### src/rtl/iolh_pkg.sv
// Shared types, constants and bin tables for the I/O latency and size histogram block.
`default_nettype none
package iolh_pkg;

    // Controller states.
    typedef enum logic [3:0] {
        ST_CLEAR,
        ST_IDLE,
        ST_LOOKUP,
        ST_DECIDE,
        ST_DELTA,
        ST_BIN_START,
        ST_BIN_WAIT,
        ST_HIST_READ,
        ST_HIST_WRITE,
        ST_RESULT
    } state_t;

    // Request operation codes.
    typedef enum logic [1:0] {
        OP_INSERT   = 2'd0,
        OP_DISPATCH = 2'd1,
        OP_COMPLETE = 2'd2,
        OP_READ     = 2'd3
    } op_t;

    // Histogram selects.
    localparam logic [1:0] SEL_SIZE    = 2'd0;
    localparam logic [1:0] SEL_TOTAL   = 2'd1;
    localparam logic [1:0] SEL_REQUEST = 2'd2;
    localparam logic [1:0] SEL_QUEUE   = 2'd3;

    localparam int BIN_COUNT   = 461;
    localparam int HIST_KINDS  = 8;
    localparam int HIST_DEPTH  = HIST_KINDS * BIN_COUNT;
    localparam int HIST_AW     = $clog2(HIST_DEPTH);
    localparam int BIN_W       = 9;
    localparam int DIV_W       = 30;
    localparam int QUO_W       = 7;
    localparam int STEP_W      = 1;
    localparam int CLASS_COUNT = 5;
    localparam int KIB_SHIFT   = 10;
    localparam logic [BIN_W-1:0] BIN_SAT = 9'd460;

    // Decade boundaries: in nanoseconds for latencies, in KiB for sizes.
    function automatic logic [63:0] threshold(input logic is_time, input logic [2:0] i);
        logic [63:0] t;
        case (i)
            3'd0:    t = is_time ? 64'd100000     : 64'd100;
            3'd1:    t = is_time ? 64'd1000000    : 64'd1000;
            3'd2:    t = is_time ? 64'd10000000   : 64'd10000;
            3'd3:    t = is_time ? 64'd100000000  : 64'd100000;
            default: t = is_time ? 64'd1000000000 : 64'd1000000;
        endcase
        return t;
    endfunction

    // Divisor that turns a value of decade k into its bin step.
    function automatic logic [DIV_W-1:0] divisor(input logic is_time, input logic [2:0] k);
        logic [DIV_W-1:0] d;
        case (k)
            3'd0:    d = is_time ? 30'd1000     : 30'd1;
            3'd1:    d = is_time ? 30'd10000    : 30'd10;
            3'd2:    d = is_time ? 30'd100000   : 30'd100;
            3'd3:    d = is_time ? 30'd1000000  : 30'd1000;
            default: d = is_time ? 30'd10000000 : 30'd10000;
        endcase
        return d;
    endfunction

    // First bin of decade k.
    function automatic logic [BIN_W-1:0] decade_base(input logic [2:0] k);
        logic [BIN_W-1:0] b;
        case (k)
            3'd0:    b = 9'd0;
            3'd1:    b = 9'd90;
            3'd2:    b = 9'd180;
            3'd3:    b = 9'd270;
            default: b = 9'd360;
        endcase
        return b;
    endfunction

    // Commands from the controller to the datapath.
    typedef struct packed {
        logic       capture;
        logic       table_write;
        logic       load_value;
        logic       bin_start;
        logic       clear_we;
        logic       hist_we;
        logic       load_result;
        logic [1:0] sel;
    } cmd_t;

    // Status from the datapath to the controller.
    typedef struct packed {
        op_t  op;
        logic tag_ok;
        logic queued;
        logic dispatched;
        logic len_nz;
        logic bin_ok;
        logic bin_busy;
        logic clear_last;
    } status_t;

endpackage
`default_nettype wire

### src/rtl/iolh_ctrl.sv
// Controller state machine: sequences lookups, counter updates and result delivery.
`default_nettype none
module iolh_ctrl (
    input  wire logic               aclk,
    input  wire logic               aresetn,
    input  wire iolh_pkg::status_t  status,
    input  wire logic               s_valid,
    output logic                    s_ready,
    output logic                    m_valid,
    input  wire logic               m_ready,
    output iolh_pkg::cmd_t          cmd
);

    iolh_pkg::state_t state_reg;
    iolh_pkg::state_t state_next;
    logic [3:0]       pending_reg;
    logic [3:0]       pending_next;
    logic [3:0]       pending_fill;
    logic [3:0]       pending_left;
    logic [1:0]       cur_sel;
    logic             m_valid_reg;
    logic             out_free;

    assign out_free = !m_valid_reg || m_ready;

    // Lowest pending histogram goes first.
    always_comb begin
        if (pending_reg[0]) begin
            cur_sel = iolh_pkg::SEL_SIZE;
        end else if (pending_reg[1]) begin
            cur_sel = iolh_pkg::SEL_TOTAL;
        end else if (pending_reg[2]) begin
            cur_sel = iolh_pkg::SEL_REQUEST;
        end else begin
            cur_sel = iolh_pkg::SEL_QUEUE;
        end
        pending_left = pending_reg & ~(4'd1 << cur_sel);
    end

    // Counter updates that this request calls for.
    always_comb begin
        pending_fill = 4'd0;
        if (status.tag_ok && status.queued) begin
            case (status.op)
                iolh_pkg::OP_DISPATCH: pending_fill = 4'b1000;
                iolh_pkg::OP_COMPLETE: pending_fill = {1'b0, status.dispatched, 1'b1,
                                                       status.len_nz};
                default:               pending_fill = 4'd0;
            endcase
        end
    end

    // Next state.
    always_comb begin
        state_next   = state_reg;
        pending_next = pending_reg;
        case (state_reg)
            iolh_pkg::ST_CLEAR: begin
                if (status.clear_last) state_next = iolh_pkg::ST_IDLE;
            end
            iolh_pkg::ST_IDLE: begin
                if (s_valid) state_next = iolh_pkg::ST_LOOKUP;
            end
            iolh_pkg::ST_LOOKUP: state_next = iolh_pkg::ST_DECIDE;
            iolh_pkg::ST_DECIDE: begin
                pending_next = pending_fill;
                if (status.op == iolh_pkg::OP_READ) begin
                    state_next = status.bin_ok ? iolh_pkg::ST_HIST_READ : iolh_pkg::ST_RESULT;
                end else if (pending_fill != 4'd0) begin
                    state_next = iolh_pkg::ST_DELTA;
                end else begin
                    state_next = iolh_pkg::ST_RESULT;
                end
            end
            iolh_pkg::ST_DELTA:     state_next = iolh_pkg::ST_BIN_START;
            iolh_pkg::ST_BIN_START: state_next = iolh_pkg::ST_BIN_WAIT;
            iolh_pkg::ST_BIN_WAIT: begin
                if (!status.bin_busy) state_next = iolh_pkg::ST_HIST_READ;
            end
            iolh_pkg::ST_HIST_READ: begin
                state_next = (status.op == iolh_pkg::OP_READ) ? iolh_pkg::ST_RESULT
                                                              : iolh_pkg::ST_HIST_WRITE;
            end
            iolh_pkg::ST_HIST_WRITE: begin
                pending_next = pending_left;
                state_next   = (pending_left != 4'd0) ? iolh_pkg::ST_DELTA
                                                      : iolh_pkg::ST_RESULT;
            end
            iolh_pkg::ST_RESULT: begin
                if (out_free) state_next = iolh_pkg::ST_IDLE;
            end
            default: state_next = iolh_pkg::ST_IDLE;
        endcase
    end

    // Commands per state.
    always_comb begin
        cmd             = '0;
        cmd.sel         = cur_sel;
        cmd.clear_we    = (state_reg == iolh_pkg::ST_CLEAR);
        cmd.capture     = (state_reg == iolh_pkg::ST_IDLE) && s_valid;
        cmd.table_write = (state_reg == iolh_pkg::ST_DECIDE);
        cmd.load_value  = (state_reg == iolh_pkg::ST_DELTA);
        cmd.bin_start   = (state_reg == iolh_pkg::ST_BIN_START);
        cmd.hist_we     = (state_reg == iolh_pkg::ST_HIST_WRITE);
        cmd.load_result = (state_reg == iolh_pkg::ST_RESULT) && out_free;
    end

    always_ff @(posedge aclk) begin
        if (!aresetn) begin
            state_reg   <= iolh_pkg::ST_CLEAR;
            pending_reg <= 4'd0;
            m_valid_reg <= 1'b0;
        end else begin
            state_reg   <= state_next;
            pending_reg <= pending_next;
            if (cmd.load_result) begin
                m_valid_reg <= 1'b1;
            end else if (m_ready) begin
                m_valid_reg <= 1'b0;
            end
        end
    end

    assign s_ready = (state_reg == iolh_pkg::ST_IDLE);
    assign m_valid = m_valid_reg;

endmodule
`default_nettype wire

### config.mk
export PLATFORM = sky130hd
export DESIGN_NAME = iolh_ctrl
export DESIGN_NICKNAME = d
export VERILOG_FILES = /design/src/rtl/iolh_pkg.sv /design/src/rtl/iolh_ctrl.sv
export SDC_FILE = /design/constraint.sdc
export NUM_CORES = 1
export LEC_CHECK = 0
export BUFFER_PORTS_ARGS = -buffer_cell sky130_fd_sc_hd__buf_2
export CORE_MARGIN = 5
export CORE_UTILIZATION = 40
export CTS_CLUSTER_DIAMETER = 60
export DETAILED_ROUTE_END_ITERATION = 12
export PLACE_DENSITY = 0.76
export SKIP_LAST_GASP = 1
export SLEW_MARGIN = 5
export SYNTH_ARGS = -nofsm -noshare
export SYNTH_HDL_FRONTEND = slang
export SYNTH_SLANG_ARGS = --single-unit
### constraint.sdc
create_clock -name aclk -period 2 [get_ports aclk]
set_clock_uncertainty 0.05 [all_clocks]
set_input_delay 0.1 -clock aclk [delete_from_list [all_inputs] [get_ports aclk]]
set_output_delay 0.1 -clock aclk [all_outputs]
set_load 0.005 [all_outputs]
==> metrics.txt <==
Final Hold Vio Count 0; clock root buffer master clkbuf_4; Period minus WS final 1.695 ns; DRT Pass-1 Iters 4; critical-path cell list or4b_1 > a21o_1 > o211a_1 > o221a_1; crit path capture type flop; WP data required 2.10 ns; first-pass GRT wire length 2.739 mm; DRT iter0 DRCs 19; GRT Resource Usage Total 13.49%; register area 180.2 um2; Setup Viol. Count Final 0; PnR worst setup slack 0.3046 ns; number of remaining DRC errors 0; max incr delay on CP 0.54 ns; antenna violations before repair 0; row count 14; Die X 50.29 um; CTS H-tree depth 1; Die Area 0.002529 mm2; fmax 0.5898 GHz; GPL Wtd Cong 0.8915; # Post-CTS Setup Buffers 0; Crit Path Category reg -> reg; Cells after Synth 86; class of the worst hold path in -> reg; Worst-Skew Late Latency 0.26 ns; vias in the first global route 611; Num Clock Sinks 9; die height 50.29 um; mean post-synth cell area 7.551 um2; DR vias 726; fin. max-slew vios 0; static leakage 0.3642 nW; WP data arrival 1.80 ns; RSZ-0062 raised after global routing false; Yosys Warn Count 0; Syn Nets 99; cell area after synthesis 649.4 um2; HPWL Detailed 1.347 mm; Pwr per Cell Area 979.7 mW/mm2; synthesis-stage register bit count 9; pre-CTS setup slack 0.3041 ns; final setup TNS 0 ns; area of the core 0.001524 mm2; Nets 125; Peak VDD IR 436.5 uV; Longest Clk Path Bufs 2; CP Launch Type flop; remaining global-route overflow 0; relative slew slack 71.42%; Via density 5.717; utilization after layout 53.37%; pin count of the biggest net entering global routing 14; Distinct cells, synth 36; TritonCTS clock tree built; Routed WL 1.659 mm; Avg WL per Cell 13.06 um; Slew @ Worst Pin 0.4230 ns; Initial Util 42.61%; CTS buffer count 3; status complete, no violations; commonest non-fill, non-tap cell in the layout buf_2; I/O Pins 24; PostCTS Resize Cnt 0; Area Overhead vs Synth 25.24%; fraction of layout cells with a size suffix above 1 27.03%; multi-input logic area 426.7 um2; maxcap violations 0; DRT antenna net count 0; sequential fraction of the synthesis area 27.75%; CP max-delay cell or4b_1; CTS Hold Bufs 0; commonest cells after routing, fill and taps aside 23 x buf_2, 10 x nor2_1, 9 x dfxtp_1; clock slew at reported path FFs 0.06 ns; Period Utilization, post-route 84.77%; Fill cells 156; Worst Path Max Fanout 13; PortBufs 23; Inserted Diodes 0
-- layer usage --
layer | global-route usage (%) | vias up | wire length [um]
met2 | 20.92 | 26 | 769
met4 | 5.106 | 0 | 15
met3 | 3.846 | 2 | 129
li1 | - | 375 | -
met1 | 17.65 | 323 | 745
met5 | 0 | - | 0
-- cells by family after synthesis --
family	synth area share (%)
AND/OR/NAND/NOR	38.54
AO/OA/AOI/OAI	27.17
buffers and inverters	6.549
flip-flops	27.75
-- worst max-delay path, delay by kind of cell (launching register included) --
| family | cells | cell delay [ns] |
|---|---|---|
| AOI/OAI and AO/OA | 3 | 0.59 |
| DFF | 1 | 0.41 |
| and+or+nand+nor | 1 | 0.54 |
-- synth_stat cells --
library cell  number  area [um2]
a211oi_1           2       15.01
a21o_1             1       7.510
a21oi_1            4       20.02
a22oi_1            1       7.510
a2bb2oi_1          1       8.760
a31oi_1            3       18.77
a32oi_1            2       17.52
and3_1             2       12.51
and4b_1            1       10.01
buf_2              1       5.000
clkbuf_1           4       15.01
dfxtp_1            9       180.2
inv_1              6       22.52
nand2_1            5       18.77
nand2b_1           6       37.54
nand3_1            2       10.01
nand3b_1           2       15.01
nand4b_1           3       26.28
nand4bb_1          1       11.26
nor2_1            10       37.54
nor2b_1            3       18.77
nor3_1             2       10.01
nor3b_1            1       7.510
nor4_1             1       6.260
nor4bb_1           1       10.01
o2111ai_1          1       8.760
o211a_1            1       10.01
o211ai_1           1       7.510
o21a_1             1       7.510
o21ai_0            1       5.000
o221a_1            1       11.26
o22ai_1            2       12.51
o32a_1             1       10.01
o32ai_1            1       8.760
or3b_2             1       8.760
or4b_1             1       10.01
-- worst paths after layout --
path	startpoint	end	slack [ns]	cells after the start
setup / recovery	state_reg[2]	state_reg[0]	0.30	4
hold / removal	status[3]	pending_reg[0]	0.02	3
hold reg to reg	pending_reg[3]	pending_reg[3]	0.46	2
setup reg to reg	state_reg[2]	state_reg[0]	0.30	4
-- power breakdown --
| part | internal (W) | switching [W] | total (W) |
|---|---|---|---|
| Combinational | 0.000203 | 0.000208 | 0.000411 |
| Sequential | 0.000206 | 0.0000408 | 0.000247 |
| Clock | 0.0000768 | 0.0000624 | 0.000139 |
-- area by class of cell --
| cell class | instances | area share (%) |
|---|---|---|
| multi-input cells | 66 | 52.46 |
| repair buffers | 26 | 16.92 |
| inverters | 6 | 2.769 |
| well taps | 16 | 2.462 |
| clock buffers | 4 | 3.231 |
| flip-flops and latches | 9 | 22.15 |
-- per-stage QoR --
stage | cells | total power [W] | hold WS, ns | cell area, um2
6_report | 127 | 0.0007968 | 0.01919 | 813.3
4_1_cts | 127 | 0.0007990 | 0.01849 | 813.3
3_5_place_dp | 123 | 0.0006625 | 0.2872 | 787.0
5_1_grt | 127 | 0.0008592 | 0.02061 | 813.3
3_3_place_gp | 123 | 0.0006539 | 0.2816 | 787.0
2_1_floorplan | 86 | 0.0005198 | 0.1870 | 649.4
(Power assumes the default switching activity.)
